### src/hw/rtl/slbc_pkg.sv
// Package for the status-light blink classifier: link status codes, timing
// windows, configuration defaults and the records passed between its stages.
// No dependencies; every other file of the block imports it.
package slbc_pkg;

    typedef enum logic [1:0] {
        STATUS_OFF       = 2'd0,
        STATUS_NOT_REG   = 2'd1,
        STATUS_REG       = 2'd2,
        STATUS_CONNECTED = 2'd3
    } link_status_t;

    typedef enum logic [1:0] {
        CFG_OFF_TIMEOUT    = 2'd0,
        CFG_REPORT_TIMEOUT = 2'd1,
        CFG_MIN_HIGH       = 2'd2
    } cfg_index_t;

    localparam int unsigned US_PER_MS = 1000;

    localparam logic [31:0] OFF_TIMEOUT_RESET    = 32'd5000000;
    localparam logic [31:0] REPORT_TIMEOUT_RESET = 32'd60000000;
    localparam logic [15:0] MIN_HIGH_RESET       = 16'd58;

    // A millisecond threshold (m + 1) * 1000 fits in this many bits for any m.
    localparam int unsigned THR_W = 26;

    localparam logic [THR_W-1:0] MIN_HIGH_THR_RESET =
        THR_W'((MIN_HIGH_RESET + 1) * US_PER_MS);

    // Low-width windows, exclusive in milliseconds, turned into microsecond
    // bounds: floor(us / 1000) > lo  <=>  us >= (lo + 1) * 1000, and
    // floor(us / 1000) < hi  <=>  us < hi * 1000.
    localparam logic [31:0] CONN_LO_US   = 32'((270 + 1) * US_PER_MS);
    localparam logic [31:0] CONN_HI_US   = 32'(330 * US_PER_MS);
    localparam logic [31:0] NOTREG_LO_US = 32'((720 + 1) * US_PER_MS);
    localparam logic [31:0] NOTREG_HI_US = 32'(880 * US_PER_MS);
    localparam logic [31:0] REG_LO_US    = 32'((2700 + 1) * US_PER_MS);
    localparam logic [31:0] REG_HI_US    = 32'(3300 * US_PER_MS);

    // Saturation point of a 16-bit millisecond width.
    localparam logic [31:0] SAT_US = 32'(65536 * US_PER_MS);

    // floor(x / 1000) == (x * DIV_MAGIC) >> DIV_SHIFT for every 32-bit x.
    localparam logic [31:0] DIV_MAGIC = 32'h10624DD3;
    localparam int unsigned DIV_SHIFT = 38;

    typedef struct packed {
        logic [31:0]      off_timeout_us;
        logic [31:0]      report_timeout_us;
        logic [THR_W-1:0] min_high_us;
        logic             high_check_en;
    } cfg_t;

    typedef struct packed {
        link_status_t link_status;
        logic [31:0]  high_us;
        logic [31:0]  low_us;
        logic         from_timeout;
    } report_t;

endpackage

### src/hw/rtl/slbc_if.sv
// Request channels of the blink classifier: pin and tick events in, status
// reports out. Depends on slbc_pkg for the link status type.
interface slbc_event_if ();
    logic        valid;
    logic        ready;
    logic        operation;
    logic        pin_level;
    logic [31:0] now_us;

    modport source (output valid, operation, pin_level, now_us, input ready);
    modport sink (input valid, operation, pin_level, now_us, output ready);
endinterface

interface slbc_report_if import slbc_pkg::*; ();
    logic         valid;
    logic         ready;
    link_status_t link_status;
    logic [15:0]  high_width_ms;
    logic [15:0]  low_width_ms;
    logic         from_timeout;

    modport source (output valid, link_status, high_width_ms, low_width_ms, from_timeout,
                    input ready);
    modport sink (input valid, link_status, high_width_ms, low_width_ms, from_timeout,
                  output ready);
endinterface

### src/hw/rtl/status_led_blink_classifier.sv
// Top level of the status-light blink classifier: configuration registers,
// event stage and millisecond output stage. Depends on slbc_pkg and slbc_if.

// The block decodes the blink pattern of a modem status light. Each request
// on event_in is either a pin edge (operation 0, pin_level giving the level
// after the edge) or a time tick (operation 1), both stamped with a free
// running, wrapping microsecond counter. An edge updates the measured high
// or low width, clears it and forces the status off when the last falling
// edge is older than the off timeout, and classifies the status: off unless
// the high width is above the minimum, else from the low width: connected,
// not registered or registered. A report leaves on report_out when the
// status changes, or again after the report timeout while the status is not
// off. A tick checks the off timer armed by the last falling edge and, when
// it has run out, sends a zeroed off report with from_timeout set. Each
// event request or tick may produce at most one report. The block takes one
// request per clock cycle, sustained; the event stage registers a report at
// the edge that accepts its request, and the output stage, which turns
// microseconds into saturated milliseconds with a reciprocal multiply, loads
// it into its own register, which drives report_out, once it has room. Each
// stage buffers one report while the sink stalls; event_in is held off only
// once both stages hold a report that the sink has not taken.
// Configuration writes (off timeout, report timeout, minimum high width, in
// that index order) take effect on the next clock edge and belong in idle
// periods; writes to an unused index are ignored.
module status_led_blink_classifier import slbc_pkg::*; (
    input  logic          clk,
    input  logic          rst_n,
    input  logic          cfg_we,
    input  logic [1:0]    cfg_index,
    input  logic [31:0]   cfg_data,
    slbc_event_if.sink    event_in,
    slbc_report_if.source report_out
);

    cfg_t    cfg;
    logic    rep_valid;
    logic    rep_ready;
    report_t rep;

    // Register file; the minimum high width is stored as a microsecond
    // threshold so the event stage needs no division.
    slbc_cfg u_cfg (
        .clk       (clk),
        .rst_n     (rst_n),
        .cfg_we    (cfg_we),
        .cfg_index (cfg_index),
        .cfg_data  (cfg_data),
        .cfg       (cfg)
    );

    // Event stage: all timing state lives here and is updated at the edge
    // that accepts the request, so the next request sees it at once.
    slbc_core u_core (
        .clk       (clk),
        .rst_n     (rst_n),
        .cfg       (cfg),
        .event_in  (event_in),
        .rep_valid (rep_valid),
        .rep       (rep),
        .rep_ready (rep_ready)
    );

    // Output stage: microsecond widths to saturated milliseconds.
    slbc_out u_out (
        .clk        (clk),
        .rst_n      (rst_n),
        .rep_valid  (rep_valid),
        .rep        (rep),
        .rep_ready  (rep_ready),
        .report_out (report_out)
    );

endmodule

### src/hw/rtl/slbc_cfg.sv
// Configuration registers of the blink classifier, with the minimum high
// width precomputed as a microsecond threshold. Depends on slbc_pkg.
module slbc_cfg import slbc_pkg::*; (
    input  logic        clk,
    input  logic        rst_n,
    input  logic        cfg_we,
    input  logic [1:0]  cfg_index,
    input  logic [31:0] cfg_data,
    output cfg_t        cfg
);

    logic [31:0]      off_timeout_reg;
    logic [31:0]      report_timeout_reg;
    logic [THR_W-1:0] min_high_thr_reg;
    logic             high_check_en_reg;
    logic [16:0]      min_high_p1;
    logic [THR_W-1:0] min_high_thr_next;

    // A high width can only exceed the minimum when the minimum is below
    // the saturation value.
    assign min_high_p1       = {1'b0, cfg_data[15:0]} + 17'd1;
    assign min_high_thr_next = THR_W'(min_high_p1) * THR_W'(US_PER_MS);

    always_ff @(posedge clk or negedge rst_n) begin
        if (!rst_n)
        begin
            off_timeout_reg    <= OFF_TIMEOUT_RESET;
            report_timeout_reg <= REPORT_TIMEOUT_RESET;
            min_high_thr_reg   <= MIN_HIGH_THR_RESET;
            high_check_en_reg  <= 1'b1;
        end
        else if (cfg_we)
        begin
            unique case (cfg_index)
                CFG_OFF_TIMEOUT:
                begin
                    off_timeout_reg <= cfg_data;
                end
                CFG_REPORT_TIMEOUT:
                begin
                    report_timeout_reg <= cfg_data;
                end
                CFG_MIN_HIGH:
                begin
                    min_high_thr_reg  <= min_high_thr_next;
                    high_check_en_reg <= (cfg_data[15:0] != 16'hFFFF);
                end
                default:
                begin
                end
            endcase
        end
    end

    assign cfg.off_timeout_us    = off_timeout_reg;
    assign cfg.report_timeout_us = report_timeout_reg;
    assign cfg.min_high_us       = min_high_thr_reg;
    assign cfg.high_check_en     = high_check_en_reg;

endmodule

### src/hw/rtl/slbc_core.sv
// Event stage of the blink classifier: edge timing state, off timer,
// classification and the report decision, registered into one report slot.
// Depends on slbc_pkg and slbc_if.
module slbc_core import slbc_pkg::*; (
    input  logic         clk,
    input  logic         rst_n,
    input  cfg_t         cfg,
    slbc_event_if.sink   event_in,
    output logic         rep_valid,
    output report_t      rep,
    input  logic         rep_ready
);

    logic [31:0]  rise_time_reg, fall_time_reg, last_fall_reg, last_report_reg;
    logic [31:0]  high_us_reg, low_us_reg;
    link_status_t current_reg, reported_reg;
    logic         armed_reg;
    logic         rep_valid_reg;
    logic         rep_valid_next;
    report_t      rep_reg;

    logic         accept;
    logic         is_tick;
    logic [31:0]  since_fall;
    logic         fresh;
    logic [31:0]  high_us_next, low_us_next;
    logic         high_ok;
    link_status_t status_base, status_next, reported_base;
    logic         changed, repeat_due, edge_emit, expire;

    assign event_in.ready = !rep_valid_reg || rep_ready;
    assign accept         = event_in.valid && event_in.ready;
    assign is_tick        = event_in.operation;

    assign since_fall = event_in.now_us - last_fall_reg;
    assign fresh      = since_fall < cfg.off_timeout_us;
    assign expire     = armed_reg && !fresh;

    always_comb
    begin
        high_us_next = high_us_reg;
        low_us_next  = low_us_reg;
        if (event_in.pin_level)
            low_us_next = fresh ? (event_in.now_us - fall_time_reg) : 32'd0;
        else
            high_us_next = fresh ? (event_in.now_us - rise_time_reg) : 32'd0;
    end

    assign status_base   = fresh ? current_reg : STATUS_OFF;
    assign reported_base = fresh ? reported_reg : STATUS_OFF;
    assign high_ok       = cfg.high_check_en && (high_us_next >= 32'(cfg.min_high_us));

    always_comb
    begin
        status_next = status_base;
        if (!high_ok)
            status_next = STATUS_OFF;
        else if (low_us_next >= CONN_LO_US && low_us_next < CONN_HI_US)
            status_next = STATUS_CONNECTED;
        else if (low_us_next >= NOTREG_LO_US && low_us_next < NOTREG_HI_US)
            status_next = STATUS_NOT_REG;
        else if (low_us_next >= REG_LO_US && low_us_next < REG_HI_US)
            status_next = STATUS_REG;
    end

    assign changed    = status_next != reported_base;
    assign repeat_due = ((event_in.now_us - last_report_reg) > cfg.report_timeout_us)
                        && (status_next != STATUS_OFF);
    assign edge_emit  = changed || repeat_due;

    // The slot empties when the output stage takes it and refills when the
    // accepted request produces a report.
    always_comb
    begin
        rep_valid_next = rep_valid_reg && !rep_ready;
        if (accept && is_tick && expire)
            rep_valid_next = 1'b1;
        else if (accept && !is_tick && edge_emit)
            rep_valid_next = 1'b1;
    end

    always_ff @(posedge clk or negedge rst_n) begin
        if (!rst_n)
        begin
            rise_time_reg   <= '0;
            fall_time_reg   <= '0;
            last_fall_reg   <= '0;
            last_report_reg <= '0;
            high_us_reg     <= '0;
            low_us_reg      <= '0;
            current_reg     <= STATUS_OFF;
            reported_reg    <= STATUS_OFF;
            armed_reg       <= 1'b0;
            rep_valid_reg   <= 1'b0;
        end
        else
        begin
            rep_valid_reg <= rep_valid_next;
            if (accept && is_tick)
            begin
                if (expire)
                    armed_reg <= 1'b0;
            end
            else if (accept)
            begin
                high_us_reg  <= high_us_next;
                low_us_reg   <= low_us_next;
                current_reg  <= status_next;
                reported_reg <= status_next;
                if (event_in.pin_level)
                    rise_time_reg <= event_in.now_us;
                else
                begin
                    fall_time_reg <= event_in.now_us;
                    last_fall_reg <= event_in.now_us;
                    armed_reg     <= 1'b1;
                end
                if (edge_emit)
                    last_report_reg <= event_in.now_us;
            end
        end
    end

    // Report payload; only loaded when a report is actually produced.
    always_ff @(posedge clk) begin
        if (accept && is_tick && expire)
        begin
            rep_reg.link_status  <= STATUS_OFF;
            rep_reg.high_us      <= '0;
            rep_reg.low_us       <= '0;
            rep_reg.from_timeout <= 1'b1;
        end
        else if (accept && !is_tick && edge_emit)
        begin
            rep_reg.link_status  <= status_next;
            rep_reg.high_us      <= high_us_next;
            rep_reg.low_us       <= low_us_next;
            rep_reg.from_timeout <= 1'b0;
        end
    end

    assign rep_valid = rep_valid_reg;
    assign rep       = rep_reg;

endmodule

### src/hw/rtl/slbc_out.sv
// Output stage of the blink classifier: converts the microsecond widths of a
// report to saturated milliseconds and holds it for the sink. Depends on
// slbc_pkg and slbc_if.
module slbc_out import slbc_pkg::*; (
    input  logic          clk,
    input  logic          rst_n,
    input  logic          rep_valid,
    input  report_t       rep,
    output logic          rep_ready,
    slbc_report_if.source report_out
);

    logic         out_valid_reg;
    link_status_t status_reg;
    logic [15:0]  high_ms_reg, low_ms_reg;
    logic         from_timeout_reg;
    logic         take;
    logic [63:0]  high_prod, low_prod;
    logic [15:0]  high_ms_next, low_ms_next;

    assign rep_ready = !out_valid_reg || report_out.ready;
    assign take      = rep_valid && rep_ready;

    // Division by 1000 as a multiply by the reciprocal.
    assign high_prod    = 64'(rep.high_us) * 64'(DIV_MAGIC);
    assign low_prod     = 64'(rep.low_us) * 64'(DIV_MAGIC);
    assign high_ms_next = (rep.high_us >= SAT_US) ? 16'hFFFF
                                                  : high_prod[DIV_SHIFT+15:DIV_SHIFT];
    assign low_ms_next  = (rep.low_us >= SAT_US) ? 16'hFFFF
                                                 : low_prod[DIV_SHIFT+15:DIV_SHIFT];

    always_ff @(posedge clk or negedge rst_n) begin
        if (!rst_n)
            out_valid_reg <= 1'b0;
        else if (rep_ready)
            out_valid_reg <= rep_valid;
    end

    always_ff @(posedge clk) begin
        if (take)
        begin
            status_reg       <= rep.link_status;
            high_ms_reg      <= high_ms_next;
            low_ms_reg       <= low_ms_next;
            from_timeout_reg <= rep.from_timeout;
        end
    end

    assign report_out.valid         = out_valid_reg;
    assign report_out.link_status   = status_reg;
    assign report_out.high_width_ms = high_ms_reg;
    assign report_out.low_width_ms  = low_ms_reg;
    assign report_out.from_timeout  = from_timeout_reg;

endmodule

### src/flat_wrapper.sv
// flat-port wrapper written by rule: the top's interface ports become plain ports
module status_led_blink_classifier_flat import slbc_pkg::*;
  (clk, rst_n, cfg_we, cfg_index, cfg_data, event_in_valid, event_in_operation, event_in_pin_level, event_in_now_us, event_in_ready, report_out_valid, report_out_link_status, report_out_high_width_ms, report_out_low_width_ms, report_out_from_timeout, report_out_ready);
  slbc_event_if event_in_i ();
  slbc_report_if report_out_i ();
  input  logic clk;
  input  logic rst_n;
  input  logic cfg_we;
  input  logic [1:0] cfg_index;
  input  logic [31:0] cfg_data;
  input wire logic [$bits(event_in_i.valid)-1:0] event_in_valid;
  input wire logic [$bits(event_in_i.operation)-1:0] event_in_operation;
  input wire logic [$bits(event_in_i.pin_level)-1:0] event_in_pin_level;
  input wire logic [$bits(event_in_i.now_us)-1:0] event_in_now_us;
  output wire logic [$bits(event_in_i.ready)-1:0] event_in_ready;
  output wire logic [$bits(report_out_i.valid)-1:0] report_out_valid;
  output wire logic [$bits(report_out_i.link_status)-1:0] report_out_link_status;
  output wire logic [$bits(report_out_i.high_width_ms)-1:0] report_out_high_width_ms;
  output wire logic [$bits(report_out_i.low_width_ms)-1:0] report_out_low_width_ms;
  output wire logic [$bits(report_out_i.from_timeout)-1:0] report_out_from_timeout;
  input wire logic [$bits(report_out_i.ready)-1:0] report_out_ready;
  assign event_in_i.valid = event_in_valid;
  assign event_in_i.operation = event_in_operation;
  assign event_in_i.pin_level = event_in_pin_level;
  assign event_in_i.now_us = event_in_now_us;
  assign event_in_ready = event_in_i.ready;
  assign report_out_valid = report_out_i.valid;
  assign report_out_link_status = report_out_i.link_status;
  assign report_out_high_width_ms = report_out_i.high_width_ms;
  assign report_out_low_width_ms = report_out_i.low_width_ms;
  assign report_out_from_timeout = report_out_i.from_timeout;
  assign report_out_i.ready = report_out_ready;
  status_led_blink_classifier u_core (.clk(clk), .rst_n(rst_n), .cfg_we(cfg_we), .cfg_index(cfg_index), .cfg_data(cfg_data), .event_in(event_in_i), .report_out(report_out_i));
endmodule
### config.mk
export PLATFORM = sky130hd
export DESIGN_NAME = status_led_blink_classifier_flat
export DESIGN_NICKNAME = d
export VERILOG_FILES = /design/src/hw/rtl/slbc_pkg.sv /design/src/hw/rtl/slbc_if.sv /design/src/hw/rtl/status_led_blink_classifier.sv /design/src/hw/rtl/slbc_cfg.sv /design/src/hw/rtl/slbc_core.sv /design/src/hw/rtl/slbc_out.sv /design/src/flat_wrapper.sv
export SDC_FILE = /design/constraint.sdc
export NUM_CORES = 2
export LEC_CHECK = 0
export ABC_CLOCK_PERIOD_IN_PS = 18410
export BUFFER_PORTS_ARGS = -buffer_cell sky130_fd_sc_hd__buf_4
export CORE_MARGIN = 2
export CORE_UTILIZATION = 68
export DETAILED_ROUTE_END_ITERATION = 6
export HOLD_SLACK_MARGIN = 0.08
export PLACE_DENSITY = 0.85
export SYNTH_ARGS = -nofsm -noshare
export SYNTH_HDL_FRONTEND = slang
export SYNTH_SLANG_ARGS = --single-unit
### constraint.sdc
create_clock -name clk -period 18.41 [get_ports clk]
set_input_delay 3.682 -clock clk [delete_from_list [all_inputs] [get_ports clk]]
set_output_delay 3.682 -clock clk [all_outputs]
set_load 0.03 [all_outputs]
==> results.txt <==
The overall overflow remaining after global route is 0. In this run the tool buffered the top-level ports with approximately 110 buffer cells. On the critical path, the stage with the largest delay is an instance of buf_4.

The number of top-level pins came out at 110. The number of gates given a new drive strength after cts came out at 0. The share of the Yosys chip area taken by registers is 0.168.

The first global-routing pass estimated 218000 um of wire. The global router's overall resource usage is 0.355. The category of the worst setup path launch point is an input pin.

Of all cell types, the one taking the most synthesized area is fa_1. The setup check on the worst reg-to-reg path leaves a slack of 8.51 ns. The maximum number of pins on one net before global-route repair is 114. The critical path in this run is classified as in -> reg.

Of the post-synthesis cell area, the dominant cell type holds 0.250. The clock tree buffer depth is 3. Dividing the final minimum period by the clock period gives 0.702. The number of nets in the synthesized netlist is 7147. The end point of the worst hold path is u_core.u_out.report_out.from_timeout. In the layout the commonest cells are inv_1 (1428), ha_1 (987), fa_1 (652). The via density per instance came out at 5.88. The number of buffers added by the clock tree synthesis step came out at 40. The launch instance of the worst register-to-register path is u_core.u_core.last_fall_reg[0].

The number of storage elements in the synthesis netlist is around 360. The number of endpoints with negative hold slack in the final report was 0. The net total in the final layout is 7236. The total count of max-transition violations in the final report came out at 0. The largest single stage delay on the critical path is between 0.8 and 0.9 ns. The worst setup path is captured at a flop. The cell area that synthesis handed to floorplanning was ~52000 um^2. The number of placed instances, taps included, is 6512. The buffer cell driving the clock tree root is clkbuf_16. The buffering stage count on the worst path with inverters included is 5. The library cell used most frequently in the layout, excluding fill and tap cells, is inv_1.

The area of the die came out at slightly below 80000 um^2. At the end of routability-driven placement, the weighted congestion stood at approximately 0.96. The class of the tightest hold or removal check is reg -> reg.

The post-layout minimum cycle time is 12.93 ns. The setup violation total in the final timing report came out at 0. The peak fanout along the critical path is 66. The number of sinks driven by the clock tree came out at roughly 360.

The footprint of the multi-input gates came out at ~38000 um^2. The initial standard-cell utilization of the core came out at 0.687. Static timing analysis puts the maximum clock frequency at ~77 MHz. The number of fillers in the final layout came out at about 5.2k.

In this run the critical register-to-register path is captured at u_core.u_core.last_report_reg[31]. The count of mapped cells out of synthesis came out at 5435. For the worst setup path, the data required time is about 19 ns. Across the routed clock network, the largest skew measured is 0.0187 ns. The number of optimization iterations in the first detailed-route pass is 6. The width of the die came out at 281 um. The HPWL after detailed placement came out at ~110000 um. The reported max-cap violation count is 0. The count of distinct cell types in the synthesized netlist came out at 92. The number of cells on the worst reg-to-reg path is 36. Clock-pin slew was measured on the worst setup and hold paths at ~0.06 ns. The number of levels in the clock H-tree came out at 2. The prevailing post-synth register cell is dfrtp_1. The sequential cell area is slightly below 9000 um^2. The violation count after the first detailed-route iteration came out at 3142. The fraction of synthesis flops using an asynchronous set or reset pin is 0.713. The flow ran to the end, and the final reports show no timing, DRC or antenna violations. In this run the most critical hold path is launched from u_core.u_core.rep[0]. The non-filler instance count after layout came out at between 6k and 7k. The site row count came out at roughly 100.

Hold repair after CTS inserted 0 buffers. For this block, the routed nets add up to roughly 130000 um of wire. The mean instance size in the synthesized netlist came out at roughly 9.6 um^2. The count of vias placed by the detailed router is around 39k. TritonCTS built the clock tree. The number of warnings issued by yosys came out at 0. The count of flip-flops with a built-in enable after synthesis came out at 35. The hold-critical path depth is 0. The clock insertion delay at the later pin of the skew report is 0.58 ns.

Setup repair after global routing left no endpoint under its margin. The share of post-route cells with drive strength above 1 came out at 0.0671. The detailed-route DRC error count is 0. The number of setup buffers added after CTS came out at 0. The height of the die is approximately 280 um.

In the final routed layout, each cell accounts on average for 20.4 um. The signal arrival time at the worst endpoint came out at roughly 13 ns. After routing, the total negative slack on setup checks comes to 0 ns. From synthesis to final layout, the design area changed by 6.38%. The number of antenna violations at the first check in global routing is 2.

In this run the tightest slew margin relative to its limit is 0.200. For the pin with the worst max-slew slack, the measured transition is approximately 1.2 ns. Among cell families on the critical path, the largest total delay comes from compound AO/OA/AOI/OAI gates. The register with the most flip-flops in the layout has 67 of them. The remaining antenna violation count came out at 0.

The number of global-route vias before repair came out at roughly 41k. Sorting the synthesized cells by area gives the leading types as fa_1 (25%), ha_1 (24%), dfrtp_1 (11%). The floorplan step defined a core boundary enclosing approximately 76000 um^2.
## through the flow
stage          hold slack [ns]  setup WS (ns)  instance area (um^2)  utilization
2_1_floorplan            0.408           6.58                 52200            -
3_3_place_gp             0.418           5.26                 54200        0.713
3_5_place_dp             0.422           5.08                 54200        0.713
4_1_cts                  0.437           5.64                 55500        0.731
5_1_grt                  0.455           5.00                 55500        0.731
6_report                 0.436           5.48                 55500        0.731
## Yosys cell counts (22+ instances only)
| master | n |
|---|---|
| nand2_1 | 359 |
| nand4_1 | 41 |
| and3_1 | 26 |
| a21o_1 | 106 |
| fa_1 | 652 |
| xnor2_1 | 90 |
| o211ai_1 | 27 |
| xor2_1 | 49 |
| o21a_1 | 43 |
| mux2_2 | 73 |
| clkbuf_1 | 77 |
| nand3_1 | 52 |
| inv_1 | 1428 |
| dfxtp_1 | 67 |
| mux2i_1 | 56 |
| mux2_4 | 26 |
| dfrtp_1 | 225 |
| edfxtp_1 | 35 |
| dfstp_2 | 28 |
| ha_1 | 987 |
| nor3_1 | 60 |
| o31ai_1 | 23 |
| a21oi_1 | 147 |
| a22o_1 | 41 |
| nor2b_1 | 31 |
| a211oi_1 | 23 |
| a31oi_1 | 22 |
| o21ai_0 | 231 |
| nor2_1 | 123 |
## how the worst max path moves through the flow
stage | from | to | slack [ns] | cells past startpoint
floorplan | event_in_now_us[0] | u_core.u_core.last_report_reg[25] | 6.58 | 36
global placement | event_in_now_us[0] | u_core.u_core.last_report_reg[31] | 5.26 | 38
detailed placement | event_in_now_us[0] | u_core.u_core.last_report_reg[0] | 5.08 | 38
CTS | event_in_now_us[0] | u_core.u_core.last_report_reg[0] | 5.64 | 38
global route | event_in_now_us[0] | u_core.u_core.last_report_reg[0] | 5.00 | 38
finish | event_in_now_us[0] | u_core.u_core.last_report_reg[31] | 5.48 | 38
## metal layers
metal  GRT usage  up-vias  wire length [um]
li1            -    17765                 -
met1       0.460    19015             53300
met2       0.585     1544             63600
met3      0.0534      430             10100
met4       0.169        4              7490
met5           0        -                30
## logic make-up after synthesis
logic type | count (synthesis) | synth area share
compound gates | 829 | 0.107
xor+xnor | 139 | 0.0233
fa+ha+maj | 1639 | 0.487
buf+inv | 1525 | 0.111
flops | 355 | 0.168
mux | 155 | 0.0340
simple gates | 793 | 0.0705
## cell type report
class                   count  area share
inverters                1428      0.0966
multi-input cells        3555       0.679
clock buffers              61      0.0213
diodes                      1   0.0000451
clock inverters            12     0.00257
well taps                1030      0.0232
flip-flops and latches    355       0.158
repair buffers            144      0.0196
Power is left out: the tool's default activity adds up to more than one toggle a clock period on the data nets, which glitch-free logic cannot reach.
